==> src/hw/rtl/rslh_pkg.sv <==
`default_nettype none

package rslh_pkg;

    // Histogram geometry.
    localparam int NUM_BINS = 64;
    localparam int BIN_AW   = (NUM_BINS > 1) ? $clog2(NUM_BINS) : 1;

    // Field widths.
    localparam int SAMPLE_W = 32;
    localparam int TOTAL_W  = 64;
    localparam int SCALE_W  = 16;
    localparam int SEL_W    = 6;
    localparam int PROD_W   = SAMPLE_W + SCALE_W;
    localparam int CMP_W    = (BIN_AW > SEL_W) ? BIN_AW : SEL_W;

    // Commands.
    localparam logic CMD_RECORD = 1'b0;
    localparam logic CMD_READ   = 1'b1;

    // Bin for a scaled sample: ceil(log2(p)), zero when p is at most one,
    // clamped to the top bin. The bit length of p-1 gives the ceiling.
    function automatic logic [SEL_W-1:0] pick_bin(input logic [PROD_W-1:0] p);
        logic [PROD_W-1:0] v;
        logic [SEL_W-1:0]  len;
        v   = p - PROD_W'(1);
        len = '0;
        for (int i = 0; i < PROD_W; i++) begin
            if (v[i]) begin
                len = SEL_W'(i + 1);
            end
        end
        if (p <= PROD_W'(1)) begin
            len = '0;
        end
        if (int'(len) > NUM_BINS - 1) begin
            len = SEL_W'(NUM_BINS - 1);
        end
        return len;
    endfunction

endpackage

`default_nettype wire

==> src/hw/rtl/running_stats_log2_histogram.sv <==
// An item passes through the input register, the multiplier register, the histogram
// read register and the result register before its result appears.
// Throughput: one item per cycle while the output is not stalled; the histogram
// read-modify-write is forwarded between neighbouring items, so back-to-back
// samples to the same bin are counted. Reset (synchronous, active low) clears the
// statistics, the bin valid bits and the pipeline, and sets the scale factor to one.
`default_nettype none

module running_stats_log2_histogram (
    input  wire logic                           i_clk,
    input  wire logic                           i_rst_n,
    input  wire logic                           i_cfg_we,
    input  wire logic [rslh_pkg::SCALE_W-1:0]   i_cfg_wdata,
    input  wire logic                           i_valid,
    output logic                                o_stall,
    input  wire logic                           i_command,
    input  wire logic [rslh_pkg::SAMPLE_W-1:0]  i_sample,
    input  wire logic [rslh_pkg::SEL_W-1:0]     i_bin_select,
    output logic                                o_valid,
    input  wire logic                           i_stall,
    output logic [rslh_pkg::SAMPLE_W-1:0]       o_sample_count,
    output logic [rslh_pkg::TOTAL_W-1:0]        o_total,
    output logic [rslh_pkg::SAMPLE_W-1:0]       o_minimum,
    output logic [rslh_pkg::SAMPLE_W-1:0]       o_maximum,
    output logic [rslh_pkg::SEL_W-1:0]          o_bin_number,
    output logic [rslh_pkg::SAMPLE_W-1:0]       o_bin_count
);

    localparam int SW = rslh_pkg::SAMPLE_W;
    localparam int TW = rslh_pkg::TOTAL_W;
    localparam int AW = rslh_pkg::BIN_AW;
    localparam int NB = rslh_pkg::NUM_BINS;
    localparam int SLW = rslh_pkg::SEL_W;
    localparam int PW = rslh_pkg::PROD_W;
    localparam int CW = rslh_pkg::CMP_W;

    // Configuration register.
    logic [rslh_pkg::SCALE_W-1:0] r_scale;

    // Stage 1: input register.
    logic           r_s1_valid;
    logic           r_s1_cmd;
    logic [SW-1:0]  r_s1_sample;
    logic [SLW-1:0] r_s1_sel;

    // Stage 2: scaled sample.
    logic           r_s2_valid;
    logic           r_s2_cmd;
    logic [SW-1:0]  r_s2_sample;
    logic [SLW-1:0] r_s2_sel;
    logic [PW-1:0]  r_s2_prod;

    // Stage 3: histogram read data.
    logic           r_s3_valid;
    logic           r_s3_cmd;
    logic [SW-1:0]  r_s3_sample;
    logic [SLW-1:0] r_s3_bin;
    logic [AW-1:0]  r_s3_addr;
    logic [SW-1:0]  r_s3_rd;

    // Running statistics.
    logic [SW-1:0] r_count;
    logic [TW-1:0] r_total;
    logic [SW-1:0] r_min;
    logic [SW-1:0] r_max;

    // Histogram memory and its per-bin valid bits.
    logic [SW-1:0] r_hist [NB];
    logic [NB-1:0] r_hist_vld;

    // Result register.
    logic           r_out_valid;
    logic [SW-1:0]  r_out_count;
    logic [TW-1:0]  r_out_total;
    logic [SW-1:0]  r_out_min;
    logic [SW-1:0]  r_out_max;
    logic [SLW-1:0] r_out_bin;
    logic [SW-1:0]  r_out_bin_count;

    // Pipeline advance: a stage loads when it is empty or its occupant moves on.
    logic en1, en2, en3, en_out;
    assign en_out  = r_s3_valid && (!r_out_valid || !i_stall);
    assign en3     = r_s2_valid && (!r_s3_valid || en_out);
    assign en2     = r_s1_valid && (!r_s2_valid || en3);
    assign o_stall = r_s1_valid && !en2;
    assign en1     = i_valid && !o_stall;

    // Multiplier between stage 1 and stage 2.
    logic [PW-1:0] n_prod;
    assign n_prod = PW'(r_s1_sample) * PW'(r_scale);

    // Bin selection in stage 2. The range check is one bit wider than the
    // select so that the bin count itself is representable.
    logic [SLW-1:0] n_bin;
    logic [AW-1:0]  n_addr;
    logic           n_in_range;
    always_comb begin
        if (r_s2_cmd == rslh_pkg::CMD_RECORD) begin
            n_bin      = rslh_pkg::pick_bin(r_s2_prod);
            n_in_range = 1'b1;
        end else begin
            n_bin      = r_s2_sel;
            n_in_range = (CW + 1)'(r_s2_sel) < (CW + 1)'(NB);
        end
        n_addr = AW'(n_bin);
    end

    // Stage 3 arithmetic: statistics and the bin increment.
    logic          wr_en;
    logic          first;
    logic [SW-1:0] min_base, max_base;
    logic [TW:0]   sum;
    logic [SW-1:0] n_count, n_min, n_max, n_bin_count;
    logic [TW-1:0] n_total;
    always_comb begin
        first    = (r_count == '0);
        min_base = first ? r_s3_sample : r_min;
        max_base = first ? r_s3_sample : r_max;
        sum      = {1'b0, r_total} + (TW + 1)'(r_s3_sample);
        n_count  = r_count;
        n_total  = r_total;
        n_min    = r_min;
        n_max    = r_max;
        n_bin_count = r_s3_rd;
        if (r_s3_cmd == rslh_pkg::CMD_RECORD) begin
            n_count = (r_count == '1) ? r_count : r_count + SW'(1);
            n_total = sum[TW] ? '1 : sum[TW-1:0];
            n_min   = (r_s3_sample < min_base) ? r_s3_sample : min_base;
            n_max   = (r_s3_sample > max_base) ? r_s3_sample : max_base;
            n_bin_count = (r_s3_rd == '1) ? r_s3_rd : r_s3_rd + SW'(1);
        end
    end
    assign wr_en = en_out && (r_s3_cmd == rslh_pkg::CMD_RECORD);

    // Configuration write.
    always_ff @(posedge i_clk) begin
        if (!i_rst_n) begin
            r_scale <= rslh_pkg::SCALE_W'(1);
        end else if (i_cfg_we) begin
            r_scale <= i_cfg_wdata;
        end
    end

    // Pipeline valid flags.
    always_ff @(posedge i_clk) begin
        if (!i_rst_n) begin
            r_s1_valid  <= 1'b0;
            r_s2_valid  <= 1'b0;
            r_s3_valid  <= 1'b0;
            r_out_valid <= 1'b0;
        end else begin
            if (en1) begin
                r_s1_valid <= 1'b1;
            end else if (en2) begin
                r_s1_valid <= 1'b0;
            end
            if (en2) begin
                r_s2_valid <= 1'b1;
            end else if (en3) begin
                r_s2_valid <= 1'b0;
            end
            if (en3) begin
                r_s3_valid <= 1'b1;
            end else if (en_out) begin
                r_s3_valid <= 1'b0;
            end
            if (en_out) begin
                r_out_valid <= 1'b1;
            end else if (!i_stall) begin
                r_out_valid <= 1'b0;
            end
        end
    end

    // Pipeline payload registers.
    always_ff @(posedge i_clk) begin
        if (en1) begin
            r_s1_cmd    <= i_command;
            r_s1_sample <= i_sample;
            r_s1_sel    <= i_bin_select;
        end
        if (en2) begin
            r_s2_cmd    <= r_s1_cmd;
            r_s2_sample <= r_s1_sample;
            r_s2_sel    <= r_s1_sel;
            r_s2_prod   <= n_prod;
        end
        if (en3) begin
            r_s3_cmd    <= r_s2_cmd;
            r_s3_sample <= r_s2_sample;
            r_s3_bin    <= n_bin;
            r_s3_addr   <= n_addr;
        end
        if (en_out) begin
            r_out_count     <= n_count;
            r_out_total     <= n_total;
            r_out_min       <= n_min;
            r_out_max       <= n_max;
            r_out_bin       <= r_s3_bin;
            r_out_bin_count <= n_bin_count;
        end
    end

    // Histogram read with registered data. A write to the same bin in the
    // same cycle is forwarded; an unwritten or out-of-range bin reads as zero.
    always_ff @(posedge i_clk) begin
        if (en3) begin
            if (wr_en && (r_s3_addr == n_addr) && n_in_range) begin
                r_s3_rd <= n_bin_count;
            end else if (n_in_range && r_hist_vld[n_addr]) begin
                r_s3_rd <= r_hist[n_addr];
            end else begin
                r_s3_rd <= '0;
            end
        end
    end

    // Histogram write.
    always_ff @(posedge i_clk) begin
        if (wr_en) begin
            r_hist[r_s3_addr] <= n_bin_count;
        end
    end

    // Bin valid bits, cleared at reset so every bin starts at zero.
    always_ff @(posedge i_clk) begin
        if (!i_rst_n) begin
            r_hist_vld <= '0;
        end else if (wr_en) begin
            r_hist_vld[r_s3_addr] <= 1'b1;
        end
    end

    // Statistics update as each item leaves stage 3.
    always_ff @(posedge i_clk) begin
        if (!i_rst_n) begin
            r_count <= '0;
            r_total <= '0;
            r_min   <= '0;
            r_max   <= '0;
        end else if (en_out) begin
            r_count <= n_count;
            r_total <= n_total;
            r_min   <= n_min;
            r_max   <= n_max;
        end
    end

    // Outputs.
    assign o_valid        = r_out_valid;
    assign o_sample_count = r_out_count;
    assign o_total        = r_out_total;
    assign o_minimum      = r_out_min;
    assign o_maximum      = r_out_max;
    assign o_bin_number   = r_out_bin;
    assign o_bin_count    = r_out_bin_count;

    // The sample count never goes backwards.
    a_count_monotonic: assert property (@(posedge i_clk) disable iff (!i_rst_n)
        $past(i_rst_n) |-> r_count >= $past(r_count))
        else $error("sample count decreased");

    // Once a sample is recorded, the minimum never exceeds the maximum.
    a_min_le_max: assert property (@(posedge i_clk) disable iff (!i_rst_n)
        (r_count != '0) |-> r_min <= r_max)
        else $error("minimum above maximum");

    // The total covers at least the largest sample.
    a_total_ge_max: assert property (@(posedge i_clk) disable iff (!i_rst_n)
        (r_count != '0) |-> r_total >= TW'(r_max))
        else $error("total below maximum");

endmodule

`default_nettype wire
==> config.mk <==
export PLATFORM = sky130hd
export DESIGN_NAME = running_stats_log2_histogram
export DESIGN_NICKNAME = d
export VERILOG_FILES = /design/src/hw/rtl/rslh_pkg.sv /design/src/hw/rtl/running_stats_log2_histogram.sv
export SDC_FILE = /design/constraint.sdc
export NUM_CORES = 2
export LEC_CHECK = 0
export BUFFER_PORTS_ARGS = -buffer_cell sky130_fd_sc_hd__buf_2
export CORE_UTILIZATION = 45
export DETAILED_ROUTE_END_ITERATION = 7
export RECOVER_POWER = 50
export SLEW_MARGIN = 20
export SYNTH_ARGS = -nofsm -noshare
export SYNTH_HDL_FRONTEND = slang
export SYNTH_SLANG_ARGS = --single-unit
export TNS_END_PERCENT = 100
==> constraint.sdc <==
create_clock -name i_clk -period 23.8 [get_ports i_clk]
set_clock_uncertainty 0.2 [all_clocks]
set_input_delay 4.76 -clock i_clk [delete_from_list [all_inputs] [get_ports i_clk]]
set_output_delay 4.76 -clock i_clk [all_outputs]
set_load 0.02 [all_outputs]
======== Word level (Yosys, flattened, before mapping) ========
Memory sizes are Yosys's and may differ from the RTL's.
Cells that the tools add are included.
storage, ports and cells
  flip-flop bits (word level) ............. 639
  RAM bits ................................ 2048
  bits of input ports ..................... 60
  output and inout bits ................... 200
  logic and storage cells ................. 144
  memories kept ........................... 1
memory list
  name    depth  width  rd ports  clocked after Yosys merged registers in  wr ports  line                                source
  r_hist  64     32     1         0                                        1         running_stats_log2_histogram.sv:68  logic [SW-1:0] r_hist [NB];
cells by class
  add/subtract/negate cells ............... 4
  multipliers ............................. 1
  $lt $le $gt $ge ......................... 6
  eq/ne operators ......................... 4
  muxes and demuxes ....................... 78
  bitwise operators ....................... 2
  reduce and logical (&&, ||, !) cells .... 21
operator list
  kind                                                                                  count
  32-bit two-way mux                                                                    12
  6-bit two-way mux                                                                     48
  64-bit two-way mux                                                                    2
  64-bit by 32-bit adder with 65-bit output                                             1
  32-bit by 1-bit adder with 32-bit output (second input constant)                      2
  32-bit equality test (second input constant)                                          2
  64-bit OR                                                                             1
  48-bit by 1-bit less-or-equal comparator with 1-bit output (second input constant)    1
  32-bit by 16-bit multiplier with 48-bit output                                        1
  48-bit by 1-bit subtractor with 48-bit output (second input constant)                 1
  32-bit greater-than comparator                                                        1
  32-bit logical NOT                                                                    1
  32-bit less-than comparator                                                           1
  6-bit by 7-bit less-than comparator with 1-bit output (second input constant)         2
  1-bit two-way mux                                                                     13
  1-bit logical AND                                                                     8
  1-bit binary-select mux with 6-bit select                                             1
  1-bit demux with 6-bit select                                                         1
  6-bit equality test                                                                   1
  6-bit by 1-bit greater-or-equal comparator with 1-bit output (second input constant)  1
  1-bit logical NOT                                                                     6
  2-bit nonzero test                                                                    3
  1-bit logical OR                                                                      3
  2-bit two-way mux                                                                     1
  other kinds (2)                                                                       2

======== Logic depth before layout (Yosys ltp) ========
  depth in word-level cells ............... 55
  mapped depth ............................ 28
  gate-level depth less buffers ........... 27

======== Least setup slack after synthesis ========
Ideal clock, no wire load.
  kind .................................... input port to flip-flop
  start point ............................. in i_stall
  end point ............................... reg r_s2_cmd (enable)
  setup time .............................. 666 ps
  arrival ................................. 11296 ps
  data required time ...................... 22934 ps
  path slack .............................. 11638 ps
  cell stages on the path ................. 2
  path buffers ............................ 0
  cells stage by stage .................... and3_1 a21boi_0
on the way
  word-level cells in the longest chain between the ends .. 7
ends and longest elaborated chain
  what                  line                                 source
  start, declared       running_stats_log2_histogram.sv:20   input wire logic i_stall,
  1-bit logical NOT     n/a
  1-bit logical OR      running_stats_log2_histogram.sv:82   assign en_out = r_s3_valid && (!r_out_valid || !i_stall);
  1-bit logical AND     running_stats_log2_histogram.sv:82
  1-bit logical OR      running_stats_log2_histogram.sv:83   assign en3 = r_s2_valid && (!r_s3_valid || en_out);
  1-bit logical AND     running_stats_log2_histogram.sv:83
  1-bit logical OR      running_stats_log2_histogram.sv:84   assign en2 = r_s1_valid && (!r_s2_valid || en3);
  1-bit logical AND     running_stats_log2_histogram.sv:84
  net en2               running_stats_log2_histogram.sv:81   logic en1, en2, en3, en_out;
  end signal, assigned  running_stats_log2_histogram.sv:183  r_s2_cmd <= r_s1_cmd;
  end, declared         running_stats_log2_histogram.sv:48   logic r_s2_cmd;
The timed path passes the listed nets, and every way through them passes these cells.
A chain may end at the register's enable or synchronous reset.

======== Final worst setup path ========
  start point ............................. reg r_s2_prod[14]
  end point ............................... reg r_s3_rd[19], data pin
on the way
  word-level cells in the longest chain between the ends .. 41
  elaborated cells between the ends (all ways) .. 45
  classes of those cells .................. 1 x add/sub; 1 x order compare; 1 x eq/ne; 40 x mux; 1 x reduce/logical; 1 x memory
ends and longest elaborated chain
  what                                           line                                 source
  start, declared                                running_stats_log2_histogram.sv:51   logic [PW-1:0] r_s2_prod;
  start signal, assigned                         running_stats_log2_histogram.sv:186  r_s2_prod <= n_prod;
  48-bit by 1-bit subtractor with 48-bit output  rslh_pkg.sv:26                       v = p - PROD_W'(1);
  6-bit two-way mux (34 in series)               rslh_pkg.sv:29                       if (v[i]) begin
  6-bit two-way mux (*)                          rslh_pkg.sv:33                       if (p <= PROD_W'(1)) begin
  6-bit two-way mux (*)                          running_stats_log2_histogram.sv:98   if (r_s2_cmd == rslh_pkg::CMD_RECORD) begin
  1-bit binary-select mux with 6-bit select      running_stats_log2_histogram.sv:210  end else if (n_in_range && r_hist_vld[n_addr]) begin
  1-bit two-way mux (not written as such)        running_stats_log2_histogram.sv:210
  32-bit two-way mux                             running_stats_log2_histogram.sv:210
  32-bit two-way mux (*)                         running_stats_log2_histogram.sv:208  if (wr_en && (r_s3_addr == n_addr) && n_in_range) begin
  end signal, assigned                           running_stats_log2_histogram.sv:209  r_s3_rd <= n_bin_count;
  end signal, assigned                           running_stats_log2_histogram.sv:211  r_s3_rd <= r_hist[n_addr];
  end, declared                                  running_stats_log2_histogram.sv:59   logic [SW-1:0] r_s3_rd;
Mark *: on every way between the ends. The rest lies on a longest branch, timed or not. The select of a mux whose other input is x is not followed.

==> flow_summary.toml <==
[final_layout]
fin_area_mm2 = 0.1435
fin_nets = 11540
synthToLayoutAreaGrowth_pct = 11.72
drive_gt1_frac = 0.09431
seq_area_mm2 = 0.07825
fillCellCount = 24340
multiInputGateArea_mm2 = 0.04570

[place]
dpl.hpwl_mm = 232.9
pre_cts_ws_ps = 13150
port_buffers = 259
place_area_mm2 = 0.1347
routabilityCongestion = 0.9018

[global_routing]
antenna_found_initial = 27
grt_pass1_wl_mm = 587.6
overflow = 0
grt_pass1_vias = 87340
grt_max_degree = 153
track_usage = 0.2769

[floorplanning]
die_x_um = 536.3
core-area_mm2 = 0.2830
start_util = 0.4539
die_h_um = 536.3
ioPinCount = 260
num_rows = 195
dieArea_mm2 = 0.2876

[sta]
setup_viol = 0
slew_violations = 2831
tightestPinTransition_ps = 5744
finalWorstPathRequiredPeriod_ps = 13390
finalSetupTns_ps = 0
min_period_over_period = 0.5626
whs_ps = 217.0
rsz0062_at_grt = "false"
fin_ws_ps = 10410
fmax_mhz = 74.69
hold_viol_final = 0
relSlewSlack = -2.829

[synthesis]
synth-edff-count = 2443
ys_types = 88
synth_ff_type = "edfxtp_1"
synthesis.area_mm2 = 0.1285
synth_most_common_cell = "edfxtp_1"
ys_async_sr_fraction = 0
synthTopCellsByArea = "edfxtp_1 57%, fa_1 6.5%, nand2_1 6.2%"
synthCells = 10730
yosysWarnings = 0
synthTopCellsByCount = "2443 x edfxtp_1, 2116 x nand2_1, 816 x nand3_1, 631 x inv_1, 490 x clkbuf_1"
synth_area_leader_cell = "edfxtp_1"
syn_area_per_cell_um2 = 11.97
synth.top_cell.area_share = 0.5711
yosysSeqAreaShare = 0.6091
ys_seq_elements = 2687
syn_nets = 11430

[hold_path]
min_delay_path_depth = 0
hold_start = "r_s2_sample[28]"
hold_class = "register to register"
hold_path_end = "r_s3_sample[28]"

[clock_tree]
htreeDepth = 5
cts.sinks = 2687
clkTransAtPathRegs_ps = 60
numCtsBuffers = 295
clock_tree.root_cell = "clkbuf_16"
cts_setup_buffers = 0
clock_latency_ps = 900
cts_hold_buf = 0
cts_max_path_buffers = 4
cts_tree = "built"
post_cts_resized = 0

[power]
switching_share = 0.2797
power_density_mw_per_mm2 = 84.07
internal_power_uw = 8691
power_uw = 12070
seqPwrFrac = 0.444
p_leak_uw = 0.05087
switching_power_uw = 3375
p_comb_frac = 0.183
peakVddDrop_mv = 0.08839
power_frac_clock = 0.373

[critical_path]
worstSetupStartpointType = "register"
r2r_cells = 16
r2r-start = "r_s2_prod[14]"
crit_type = "register to register"
r2r_setup_slack_ps = 10410
cp-end-kind = "register"
crit_required_ps = 24230
cp_max_fo = 90
reg2reg_to = "r_s3_rd[19]"
cp.arrival_ps = 13810

[routing]
wl_mm = 405.8
drc = 0
viasPerCell = 6.090
ant_nets = 0
vias = 90300
wl_per_cell_um = 27.37
dr.pass1.iters = 6
drt_iter0_markers = 10830

[outcome]
status = "finished with violations"
violations = "capacitance limit, slew limit"

[flow_run]
cap_violations = 70
[registers in the layout, summed over array words and instances (netlist names), 6 cells and up]
name / flops
o_bin_count: 32
o_bin_number: 6
o_maximum: 32
o_minimum: 32
o_sample_count: 32
o_total: 64
r_count: 32
r_hist: 2048
r_hist_vld: 64
r_max: 32
r_min: 32
r_s1_sample: 32
r_s1_sel: 6
r_s2_prod: 48
r_s2_sample: 32
r_s2_sel: 6
r_s3_addr: 6
r_s3_rd: 32
r_s3_sample: 32
r_scale: 16
r_total: 64
[cell type report]
type                            instances  area share
Clock inverter                        159    0.009843
Tap cell                             3743     0.03263
Antenna cell                            3  0.00005231
Timing Repair Buffer                  505     0.02112
Inverter                              636     0.01684
Sequential cell                      2687      0.5452
Clock buffer                          375     0.05587
Multi-Input combinational cell       6719      0.3185
[how the worst max path moves through the flow]
stage / startpoint / to / slack [ps] / depth (start not counted)
floorplan: i_stall / r_s2_cmd / 11640 / 2
global placement: i_stall / o_stall / 13120 / 4
detailed placement: i_stall / o_stall / 13150 / 4
CTS: i_stall / o_stall / 13140 / 4
global route: r_s2_prod[14] / r_s3_rd[19] / 10100 / 16
finish: r_s2_prod[14] / r_s3_rd[19] / 10410 / 16
[cells by family after synthesis]
logic type               Yosys count  synth area share
AO/OA/AOI/OAI                   1449           0.08136
XOR/XNOR                         206           0.01404
flip-flops                      2687            0.6091
AND/OR/NAND/NOR                 4071            0.1400
adder cells (fa/ha/maj)          640           0.08682
multiplexers                     353           0.02821
buffers and inverters           1325           0.04050
[critical path, stage by stage, from the launching register on]
cell	delay [ps]
edfxtp_1	510
or4_4	620
nor4_4	690
nand4_1	380
nor4_1	490
a311o_1	340
o21ai_1	160
a2111oi_4	630
a21o_4	430
clkinvlp_2	3750
nand2_1	2840
o21ai_0	340
o32ai_1	740
a21oi_1	210
nand4b_1	180
buf_4	390
o31ai_1	180
[power by group through the flow]
stage / Combinational (uW) / Sequential (uW) / Clock, uW
floorplan: 1610 / 5390 / 0
global placement: 2170 / 5450 / 0
detailed placement: 2190 / 5450 / 0
CTS: 2210 / 5350 / 4550
global route: 2440 / 5370 / 4730
finish: 2210 / 5360 / 4500
[stage by stage]
step / instances / util
floorplan: 10730 / -
global placement: 14290 / 0.4757
detailed placement: 14290 / 0.4759
CTS: 14820 / 0.5092
global route: 14830 / 0.5071
finish: 14830 / 0.5071
[routing by layer]
| metal | vias up | track usage | share of wire |
|---|---|---|---|
| met4 | 14 | 0.1124 | 0.045 |
| met2 | 4653 | 0.4306 | 0.45 |
| met3 | 878 | 0.05538 | 0.10 |
| met5 | - | 0 | 0.00026 |
| li1 | 39080 | - | - |
| met1 | 45680 | 0.3806 | 0.40 |
[cell usage in the layout, fill, tap and decap left out, types with 28 or more instances in the layout]
master	n
buf_2	249
clkbuf_16	307
buf_4	170
o21ai_1	47
o21a_1	28
dfxtp_1	244
xnor2_1	136
nor2_1	404
mux2i_1	281
nand3_1	816
or3_1	38
fa_1	419
a32oi_1	28
inv_1	630
nor2b_1	32
a21oi_1	210
o21ai_0	182
xor2_1	65
nor2_4	69
clkinv_2	44
nor4_1	51
nor3_1	133
and3_1	49
mux2_2	71
ha_1	221
clkbuf_1	135
a311oi_1	186
nand4_1	100
and2_1	142
a2111oi_0	332
a21o_1	58
edfxtp_1	2443
nand2_1	2115
a31oi_1	137
a211oi_1	81
clkinv_1	64
Note: power is estimated with default switching activity, not from simulation.
